`config.mk`:
```
export PLATFORM = sky130hd
export DESIGN_NAME = vga_scan_generator_palette_unit
export DESIGN_NICKNAME = d
export VERILOG_FILES = /design/src/hdl/vsgp_pkg.sv /design/src/hdl/vsgp_apb_regs.sv /design/src/hdl/vsgp_locate.sv /design/src/hdl/vsgp_scan_ctr.sv /design/src/hdl/vga_scan_generator_palette_unit.sv
export SDC_FILE = /design/constraint.sdc
export NUM_CORES = 1
export LEC_CHECK = 0
export ABC_AREA = 1
export BUFFER_PORTS_ARGS = -buffer_cell sky130_fd_sc_hd__buf_4
export CAP_MARGIN = 25
export CORE_ASPECT_RATIO = 1.75
export CORE_MARGIN = 2
export CORE_UTILIZATION = 58
export DETAILED_ROUTE_END_ITERATION = 16
export GPL_ROUTABILITY_DRIVEN = 1
export PLACE_DENSITY = 0.81
export SLEW_MARGIN = 20
export SYNTH_ARGS = -nofsm -noshare
export SYNTH_HDL_FRONTEND = slang
export SYNTH_HIERARCHICAL = 1
export SYNTH_SLANG_ARGS = --single-unit
```
`constraint.sdc`:
```
create_clock -name clk_i -period 3.7 [get_ports clk_i]
set_clock_uncertainty 0.2 [all_clocks]
set_input_delay 0.185 -clock clk_i [delete_from_list [all_inputs] [get_ports clk_i]]
set_output_delay 0.185 -clock clk_i [all_outputs]
set_load 0.03 [all_outputs]
```
`src/hdl/vsgp_pkg.sv`:
```
// vsgp_pkg: shared types and fixed timing constants for the vga scan generator
// no dependencies; imported by every module of the block

package vsgp_pkg;

  // frame and sync timing, in output units and lines
  localparam logic [9:0] FRAME_LINES   = 10'd525;
  localparam logic [9:0] VISIBLE_LINES = 10'd480;
  localparam logic [9:0] VS_FIRST      = 10'd491;
  localparam logic [9:0] VS_LAST       = 10'd492;
  localparam logic [8:0] LINE_NORMAL   = 9'd400;
  localparam logic [8:0] LINE_WIDE     = 9'd500;
  localparam logic [8:0] HS_NORMAL     = 9'd328;
  localparam logic [8:0] HS_NORMAL_END = 9'd376;
  localparam logic [8:0] HS_WIDE       = 9'd410;
  localparam logic [8:0] HS_WIDE_END   = 9'd470;

  // pin byte bit positions
  localparam int unsigned PIN_VSYNC = 7;
  localparam int unsigned PIN_HSYNC = 6;

  // one past the highest frame buffer address that can ever be announced
  localparam logic [15:0] ADDR_LIMIT = 16'd38400;

  // register map, index is paddr[4:3]
  typedef enum logic [1:0] {
    REG_WIDE_MODE = 2'd0,
    REG_PAL_LOW   = 2'd1,
    REG_PAL_HIGH  = 2'd2
  } reg_idx_e;

  // live configuration seen by the datapath
  typedef struct packed {
    logic        wide_mode;
    logic [95:0] palette;
  } cfg_t;

  // position of one unit in the frame
  typedef struct packed {
    logic [8:0] unit;
    logic [9:0] line;
  } scan_pos_t;

endpackage

```
`src/hdl/vsgp_apb_regs.sv`:
```
// vsgp_apb_regs: apb configuration registers (wide mode and 16-entry palette)
// depends on vsgp_pkg

module vsgp_apb_regs
  import vsgp_pkg::*;
(
  input  logic        clk_i,
  input  logic        rst_ni,
  input  logic        psel,
  input  logic        penable,
  input  logic        pwrite,
  input  logic [4:0]  paddr,
  input  logic [63:0] pwdata,
  output logic [63:0] prdata,
  output logic        pready,
  output cfg_t        cfg_o
);

  logic        wide_q;
  logic [47:0] pal_low_q;
  logic [47:0] pal_high_q;
  logic        wr_en;
  reg_idx_e    idx;

  assign pready = 1'b1;
  assign wr_en  = psel & penable & pwrite;
  assign idx    = reg_idx_e'(paddr[4:3]);

  // register writes, unknown indexes ignored
  always_ff @(posedge clk_i or negedge rst_ni) begin
    if (!rst_ni) begin
      wide_q     <= 1'b0;
      pal_low_q  <= '0;
      pal_high_q <= '0;
    end else if (wr_en) begin
      case (idx)
        REG_WIDE_MODE: wide_q     <= pwdata[0];
        REG_PAL_LOW:   pal_low_q  <= pwdata[47:0];
        REG_PAL_HIGH:  pal_high_q <= pwdata[47:0];
        default: ;
      endcase
    end
  end

  // read back
  always_comb begin
    case (idx)
      REG_WIDE_MODE: prdata = {63'd0, wide_q};
      REG_PAL_LOW:   prdata = {16'd0, pal_low_q};
      REG_PAL_HIGH:  prdata = {16'd0, pal_high_q};
      default:       prdata = '0;
    endcase
  end

  assign cfg_o.wide_mode = wide_q;
  assign cfg_o.palette   = {pal_high_q, pal_low_q};

endmodule

```
`src/hdl/vsgp_locate.sv`:
```
// vsgp_locate: maps a scan position to visibility, source byte index and nibble
// depends on vsgp_pkg

module vsgp_locate
  import vsgp_pkg::*;
#(
  parameter int unsigned SRC_WIDTH    = 320,
  parameter int unsigned BORDER_UNITS = 40,
  localparam int unsigned SRC_BYTES   = SRC_WIDTH / 2,
  localparam int unsigned BIDX_W      = $clog2(SRC_BYTES)
) (
  input  logic              wide_mode_i,
  input  scan_pos_t         pos_i,
  output logic              visible_o,
  output logic [BIDX_W-1:0] bidx_o,
  output logic              nib_o
);

  localparam int unsigned CENTER_UNITS = 2 * SRC_BYTES;
  localparam logic [8:0]  BORDER_W     = 9'(BORDER_UNITS);
  localparam logic [8:0]  CENTER_W     = 9'(CENTER_UNITS);
  localparam logic [8:0]  RIGHT_END_W  = 9'(CENTER_UNITS + BORDER_UNITS);
  localparam logic [BIDX_W-1:0] LAST_BYTE = BIDX_W'(SRC_BYTES - 1);

  logic [8:0] x;

  // unit offset past the left border
  assign x = pos_i.unit - BORDER_W;

  // wide mode: left border, centre, right border, blank; normal mode: centre, blank
  always_comb begin
    visible_o = 1'b0;
    bidx_o    = '0;
    nib_o     = 1'b0;
    if (pos_i.line < VISIBLE_LINES) begin
      if (wide_mode_i) begin
        if (pos_i.unit < BORDER_W) begin
          visible_o = 1'b1;
          nib_o     = pos_i.unit[0];
        end else if (x < CENTER_W) begin
          visible_o = 1'b1;
          bidx_o    = BIDX_W'(x >> 1);
          nib_o     = x[0];
        end else if (x < RIGHT_END_W) begin
          // centre span is even, so parity of x matches the border offset
          visible_o = 1'b1;
          bidx_o    = LAST_BYTE;
          nib_o     = x[0];
        end
      end else if (pos_i.unit < CENTER_W) begin
        visible_o = 1'b1;
        bidx_o    = BIDX_W'(pos_i.unit >> 1);
        nib_o     = pos_i.unit[0];
      end
    end
  end

endmodule

```
`src/hdl/vsgp_scan_ctr.sv`:
```
// vsgp_scan_ctr: unit and line counters plus the input register stage
// depends on vsgp_pkg

module vsgp_scan_ctr
  import vsgp_pkg::*;
(
  input  logic       clk_i,
  input  logic       rst_ni,
  input  logic       in_valid_i,
  output logic       in_ready_o,
  input  logic [7:0] fb_byte_i,
  input  logic       wide_mode_i,
  input  logic       drain_i,
  output logic       s1_valid_o,
  output logic [7:0] s1_fb_o,
  output scan_pos_t  s1_cur_o,
  output scan_pos_t  s1_nxt_o
);

  logic [8:0] cnt_unit_q, cnt_unit_d;
  logic [9:0] cnt_line_q, cnt_line_d;
  logic [8:0] unit_inc;
  logic [9:0] line_inc;
  logic [8:0] line_len;
  logic       s1_valid_q, s1_valid_d;
  logic [7:0] fb_q;
  scan_pos_t  cur_q, nxt_q;
  logic       take;

  // stage can take a beat when empty or when its beat moves on
  assign in_ready_o = !s1_valid_q || drain_i;
  assign take       = in_valid_i && in_ready_o;

  // next scan position
  always_comb begin
    line_len   = wide_mode_i ? LINE_WIDE : LINE_NORMAL;
    unit_inc   = cnt_unit_q + 9'd1;
    line_inc   = cnt_line_q + 10'd1;
    cnt_unit_d = unit_inc;
    cnt_line_d = cnt_line_q;
    if (unit_inc >= line_len) begin
      cnt_unit_d = '0;
      cnt_line_d = (line_inc >= FRAME_LINES) ? 10'd0 : line_inc;
    end
  end

  // stage valid
  always_comb begin
    s1_valid_d = s1_valid_q;
    if (take) begin
      s1_valid_d = 1'b1;
    end else if (drain_i) begin
      s1_valid_d = 1'b0;
    end
  end

  // counters and valid
  always_ff @(posedge clk_i or negedge rst_ni) begin
    if (!rst_ni) begin
      cnt_unit_q <= '0;
      cnt_line_q <= '0;
      s1_valid_q <= 1'b0;
    end else begin
      s1_valid_q <= s1_valid_d;
      if (take) begin
        cnt_unit_q <= cnt_unit_d;
        cnt_line_q <= cnt_line_d;
      end
    end
  end

  // payload of the input stage
  always_ff @(posedge clk_i) begin
    if (take) begin
      fb_q       <= fb_byte_i;
      cur_q.unit <= cnt_unit_q;
      cur_q.line <= cnt_line_q;
      nxt_q.unit <= cnt_unit_d;
      nxt_q.line <= cnt_line_d;
    end
  end

  assign s1_valid_o = s1_valid_q;
  assign s1_fb_o    = fb_q;
  assign s1_cur_o   = cur_q;
  assign s1_nxt_o   = nxt_q;

  // counters stay inside the frame
  a_line_range: assert property (@(posedge clk_i) disable iff (!rst_ni)
    cnt_line_q < FRAME_LINES)
    else $error("line counter out of range");

  a_unit_range: assert property (@(posedge clk_i) disable iff (!rst_ni)
    cnt_unit_q < LINE_WIDE)
    else $error("unit counter out of range");

  a_unit_step: assert property (@(posedge clk_i) disable iff (!rst_ni)
    take |=> (cnt_unit_q == 9'd0) || (cnt_unit_q == $past(cnt_unit_q) + 9'd1))
    else $error("unit counter skipped");

endmodule

```
`src/hdl/vga_scan_generator_palette_unit.sv`:
```
// vga_scan_generator_palette_unit: top level of the vga scan generator
// depends on vsgp_pkg, vsgp_apb_regs, vsgp_scan_ctr, vsgp_locate

// One input beat (the frame buffer byte) gives one result beat: the pin byte
// for the current output unit, the byte address needed on the following beat
// and a frame start flag. The block takes one beat per clock while the receiver
// keeps up; each beat passes through the input register and then the result
// register. When the receiver stalls, the two registers fill and in_ready_o
// drops. Each unit is two vga pixels; lines are 400 units, or 500 with side
// borders in wide mode, and a frame is 525 lines with vsync on lines 491-492.
// Configuration is written through the apb port (64-bit data, registers at
// byte addresses 0, 8 and 16); the user must write it only while no beat is in
// flight, as the block itself does not enforce this.

module vga_scan_generator_palette_unit
  import vsgp_pkg::*;
#(
  parameter int unsigned SRC_WIDTH    = 320,
  parameter int unsigned BORDER_UNITS = 40
) (
  input  logic        clk_i,
  input  logic        rst_ni,
  input  logic        psel,
  input  logic        penable,
  input  logic        pwrite,
  input  logic [4:0]  paddr,
  input  logic [63:0] pwdata,
  output logic [63:0] prdata,
  output logic        pready,
  input  logic        in_valid_i,
  output logic        in_ready_o,
  input  logic [7:0]  fb_byte_i,
  output logic        out_valid_o,
  input  logic        out_ready_i,
  output logic [7:0]  pin_value_o,
  output logic [15:0] next_fetch_addr_o,
  output logic        frame_start_o
);

  localparam int unsigned SRC_BYTES = SRC_WIDTH / 2;
  localparam int unsigned BIDX_W    = $clog2(SRC_BYTES);
  localparam logic [17:0] ROW_BYTES = 18'(SRC_BYTES);

  cfg_t              cfg;
  logic              s1_valid;
  logic [7:0]        s1_fb;
  scan_pos_t         s1_cur, s1_nxt;
  logic              drain;
  logic              cur_vis, cur_nib, nxt_vis, nxt_nib;
  logic [BIDX_W-1:0] cur_bidx, nxt_bidx;
  logic [3:0]        nibble;
  logic [5:0]        colour;
  logic [17:0]       row_base;
  logic [17:0]       addr_full;
  logic [7:0]        pin_d;
  logic [15:0]       addr_d;
  logic              fs_d;
  logic              out_valid_q;
  logic [7:0]        pin_q;
  logic [15:0]       addr_q;
  logic              fs_q;
  logic [8:0]        hs_first, hs_end;

  vsgp_apb_regs u_regs (
    .clk_i   (clk_i),
    .rst_ni  (rst_ni),
    .psel    (psel),
    .penable (penable),
    .pwrite  (pwrite),
    .paddr   (paddr),
    .pwdata  (pwdata),
    .prdata  (prdata),
    .pready  (pready),
    .cfg_o   (cfg)
  );

  // input stage holds a beat and the result register is free or emptying this cycle
  assign drain = s1_valid && (!out_valid_q || out_ready_i);

  vsgp_scan_ctr u_ctr (
    .clk_i       (clk_i),
    .rst_ni      (rst_ni),
    .in_valid_i  (in_valid_i),
    .in_ready_o  (in_ready_o),
    .fb_byte_i   (fb_byte_i),
    .wide_mode_i (cfg.wide_mode),
    .drain_i     (drain),
    .s1_valid_o  (s1_valid),
    .s1_fb_o     (s1_fb),
    .s1_cur_o    (s1_cur),
    .s1_nxt_o    (s1_nxt)
  );

  // current unit: colour lookup
  vsgp_locate #(
    .SRC_WIDTH    (SRC_WIDTH),
    .BORDER_UNITS (BORDER_UNITS)
  ) u_loc_cur (
    .wide_mode_i (cfg.wide_mode),
    .pos_i       (s1_cur),
    .visible_o   (cur_vis),
    .bidx_o      (cur_bidx),
    .nib_o       (cur_nib)
  );

  // next unit: fetch address
  vsgp_locate #(
    .SRC_WIDTH    (SRC_WIDTH),
    .BORDER_UNITS (BORDER_UNITS)
  ) u_loc_nxt (
    .wide_mode_i (cfg.wide_mode),
    .pos_i       (s1_nxt),
    .visible_o   (nxt_vis),
    .bidx_o      (nxt_bidx),
    .nib_o       (nxt_nib)
  );

  // pin byte: syncs and palette colour
  always_comb begin
    hs_first = cfg.wide_mode ? HS_WIDE : HS_NORMAL;
    hs_end   = cfg.wide_mode ? HS_WIDE_END : HS_NORMAL_END;
    nibble   = cur_nib ? s1_fb[7:4] : s1_fb[3:0];
    colour   = cfg.palette[6*nibble +: 6];
    pin_d    = 8'hc0;
    if (s1_cur.line >= VS_FIRST && s1_cur.line <= VS_LAST) begin
      pin_d[PIN_VSYNC] = 1'b0;
    end
    if (s1_cur.unit >= hs_first && s1_cur.unit < hs_end) begin
      pin_d[PIN_HSYNC] = 1'b0;
    end
    if (cur_vis && (cur_bidx == cur_bidx)) begin
      pin_d[5:0] = colour;
    end
    fs_d = (s1_cur.unit == 9'd0) && (s1_cur.line == 10'd0);
  end

  // fetch address: row base plus byte index, nibble does not matter
  always_comb begin
    row_base  = 18'(s1_nxt.line[9:1]) * ROW_BYTES;
    addr_full = row_base + 18'(nxt_bidx) + 18'(nxt_nib & 1'b0);
    addr_d    = nxt_vis ? addr_full[15:0] : 16'd0;
  end

  // result register
  always_ff @(posedge clk_i or negedge rst_ni) begin
    if (!rst_ni) begin
      out_valid_q <= 1'b0;
    end else if (drain) begin
      out_valid_q <= 1'b1;
    end else if (out_ready_i) begin
      out_valid_q <= 1'b0;
    end
  end

  always_ff @(posedge clk_i) begin
    if (drain) begin
      pin_q  <= pin_d;
      addr_q <= addr_d;
      fs_q   <= fs_d;
    end
  end

  assign out_valid_o       = out_valid_q;
  assign pin_value_o       = pin_q;
  assign next_fetch_addr_o = addr_q;
  assign frame_start_o     = fs_q;

  // frame start lies on unit 0 of line 0, so both syncs are inactive and the unit is visible
  a_fs_vsync: assert property (@(posedge clk_i) disable iff (!rst_ni)
    out_valid_q && fs_q |-> pin_q[PIN_VSYNC] && pin_q[PIN_HSYNC])
    else $error("frame start with sync active");

  a_addr_range: assert property (@(posedge clk_i) disable iff (!rst_ni)
    out_valid_q |-> addr_q < ADDR_LIMIT)
    else $error("fetch address beyond frame buffer");

endmodule

```
==> qor.txt <==
Status = finished clean
Gr ovfl total = 0
CP Max Fanout = 25
Crit Path Class = reg2reg
Critical path arrival = 3.43 ns
Hold Vio Cnt, Final = 0
Post-DP HPWL = 21.12 mm
Reg power frac = 35.7%
Worst-Skew Late Latency = 0.46 ns
Crit path launch type = register
Pwr/cell area = 712.7 mW/mm2
CP Capture Type = register
Starting Density = 58.65%
Combinational share of power = 45.5%
DRT iter0 DRCs = 741
Wire per inst = 16.02 um
Peak supply drop = 0.0005216 V
Core Area = 0.01903 mm2
Int Pwr = 5.342 mW
Pleak = 7.115 nW
Setup tns final = 0 ns
Row count = 67
Max Slew Vio Count = 0
DIE WIDTH = 108.9 um
1st-pass router iterations = 5
Root Driver = clkbuf_16
Clk buf depth = 2
CTS tree = done
I/O pins = 176
Tightest Pin Transition = 0.9952 ns
Maxcap violations = 0
Reg2Reg Setup Slack = 0.28 ns
Number of global-route vias before repair = 10,340
Die area = 0.02041 mm2
Worst-path clk slew = 0.08 ns
Mean Syn Cell Area = 7.521 um2
Gpl congestion = 0.9036
Final hold slack = 0.1264 ns
Max H-tree Level = 4
Final WL = 30.85 mm
Worst r2r path cells = 19
DR vias = 10,480
Hold Crit Class = in2async
Reg2reg end = pin_value_o[5]
Crit path from = u_ctr/s1_cur_o[13]
Via density = 5.441
Largest net degree at the start of global routing = 67
Detail Route Antenna Nets = 0
Tot Pwr = 9.620 mW
Clock group share of total power = 18.9%
Area Growth Syn to Fin = 20.94%
First-pass GRT wire length = 49.47 mm
Final setup vio count = 0
Max Clk Rate = 292.7 MHz
Total track usage = 31.23%
Drt drc = 0
Fin nets = 1,792
Synth Instances = 1,484
Sw Pwr = 4.278 mW
Reg-to-Reg Start = u_ctr/s1_cur_o[13]
Synth Cell Area = 0.01116 mm2
Worst setup path endpoint = pin_value_o[5]
RSZ-0062 raised after global routing = false
Fin crit period = 3.416 ns
Final worst path period share = 92.32%
Port bufs = 139
Clk sinks = 187
Initial antenna violation count = 1
Total number of yosys warnings = 6
Num CTS Buffers = 17
Layout cells sized above 1 = 14.96%
Slew margin rel. = 33.55%
Worst EP required = 3.71 ns
Net Sw Frac = 44.47%
Die H = 187.5 um
## power by group through the flow
stage          Clock, mW  Sequential, mW  Combinational, mW
4_1_cts             1.83            3.42               4.31
3_5_place_dp           0            3.45               4.22
2_1_floorplan          0            3.56               2.84
5_1_grt             1.90            3.51               4.84
6_report            1.81            3.43               4.37
3_3_place_gp           0            3.44               4.11
## state kept, by name, indices dropped and copies added (netlist names)
register,count
pin_value_o,8
u_ctr/s1_fb_o,8
u_ctr/cnt_unit_q,9
next_fetch_addr_o,16
u_regs/pal_low_q,48
u_ctr/cnt_line_q,10
u_regs/pal_high_q,48
u_regs/wide_q,1
u_ctr/s1_cur_o,19
frame_start_o,1
out_valid_o,1
u_ctr/s1_nxt_o,17
u_ctr/s1_valid_o,1
## per-layer routing
layer	track usage, %	share of wire [%]
met1	33.40	35
met2	55.78	53
met3	4.380	5.7
met4	20.02	6.1
met5	0	0
## cell type report
| cell class | count | area, um2 |
|---|---|---|
| multi-input cells | 1090 | 5152 |
| fillers | 1469 | 5532 |
| inverters | 152 | 573.1 |
| clock inverters | 15 | 148.9 |
| diodes | 1 | 2.502 |
| repair buffers | 223 | 1869 |
| flip-flops and latches | 187 | 5025 |
| well taps | 241 | 301.5 |
| clock buffers | 17 | 425.4 |
## what timing repair did
action,CTS,global route
hold buffers,63,0
setup buffers,0,0
resized for setup,0,3
setup endpoints to repair,0,6
hold endpoints to repair,159,0
## layout by cell type, fill, tap and decap left out, drive strengths merged
| master | count |
|---|---|
| o21ai | 32 |
| a21oi | 36 |
| a21boi | 2 |
| nor2 | 49 |
| nand3b | 3 |
| o21bai | 1 |
| xor2 | 1 |
| clkinv | 5 |
| and2 | 9 |
| dlygate4sd3 | 63 |
| nand4 | 13 |
| and3 | 1 |
| dfrtp | 118 |
| o211ai | 15 |
| nor4 | 3 |
| conb | 17 |
| diode | 1 |
| or2 | 10 |
| buf | 160 |
| clkbuf | 17 |
| fa | 2 |
| nor3b | 2 |
| inv | 162 |
| xnor2 | 3 |
| o21a | 3 |
| a31oi | 2 |
| nand3 | 102 |
| ha | 35 |
| nor3 | 9 |
| a21o | 3 |
| nand2 | 737 |
| edfxtp | 69 |
## per-stage QoR
step | util, % | instances | cell area (um2) | setup WS (ns)
3_5_place_dp | 64.47 | 1830 | 12270 | 0.2707
6_report | 70.93 | 1926 | 13500 | 0.2841
4_1_cts | 70.80 | 1925 | 13470 | 0.2570
3_3_place_gp | 64.47 | 1830 | 12270 | 0.3748
5_1_grt | 70.93 | 1926 | 13500 | 0.005635
2_1_floorplan | - | 1499 | 11220 | 0.4313
## worst max-delay path, cell delays in order, from the launching register on
cell and delay [ns]:
edfxtp_1 0.49, inv_1 0.12, ha_1 0.19, inv_1 0.07
nand2_2 0.09, nand3_1 0.10, nand2_2 0.10, nand2_2 0.06
nand3_4 0.08, nor2_1 0.07, nor3b_4 0.38, inv_2 0.06
nand2_2 0.12, nand2_8 0.13, inv_2 0.34, nand2_1 0.11
nand3_1 0.09, nand3_1 0.16, nand3_1 0.12, a21oi_1 0.07
## worst min-delay path by stage
| stage | end | depth (start not counted) | slack [ns] | from |
|---|---|---|---|---|
| after floorplan | out_valid_o | 0 | -0.31 | rst_ni |
| after global routing | u_regs/pal_low_q[19] | 5 | 0.18 | penable |
| after global placement | u_regs/pal_high_q[43] | 1 | 0.08 | rst_ni |
| after detailed placement | u_regs/pal_high_q[43] | 1 | 0.08 | rst_ni |
| after CTS | u_regs/pal_high_q[16] | 5 | 0.13 | penable |
| final | u_regs/pal_high_q[43] | 2 | 0.13 | rst_ni |
(Power assumes the default switching activity.)
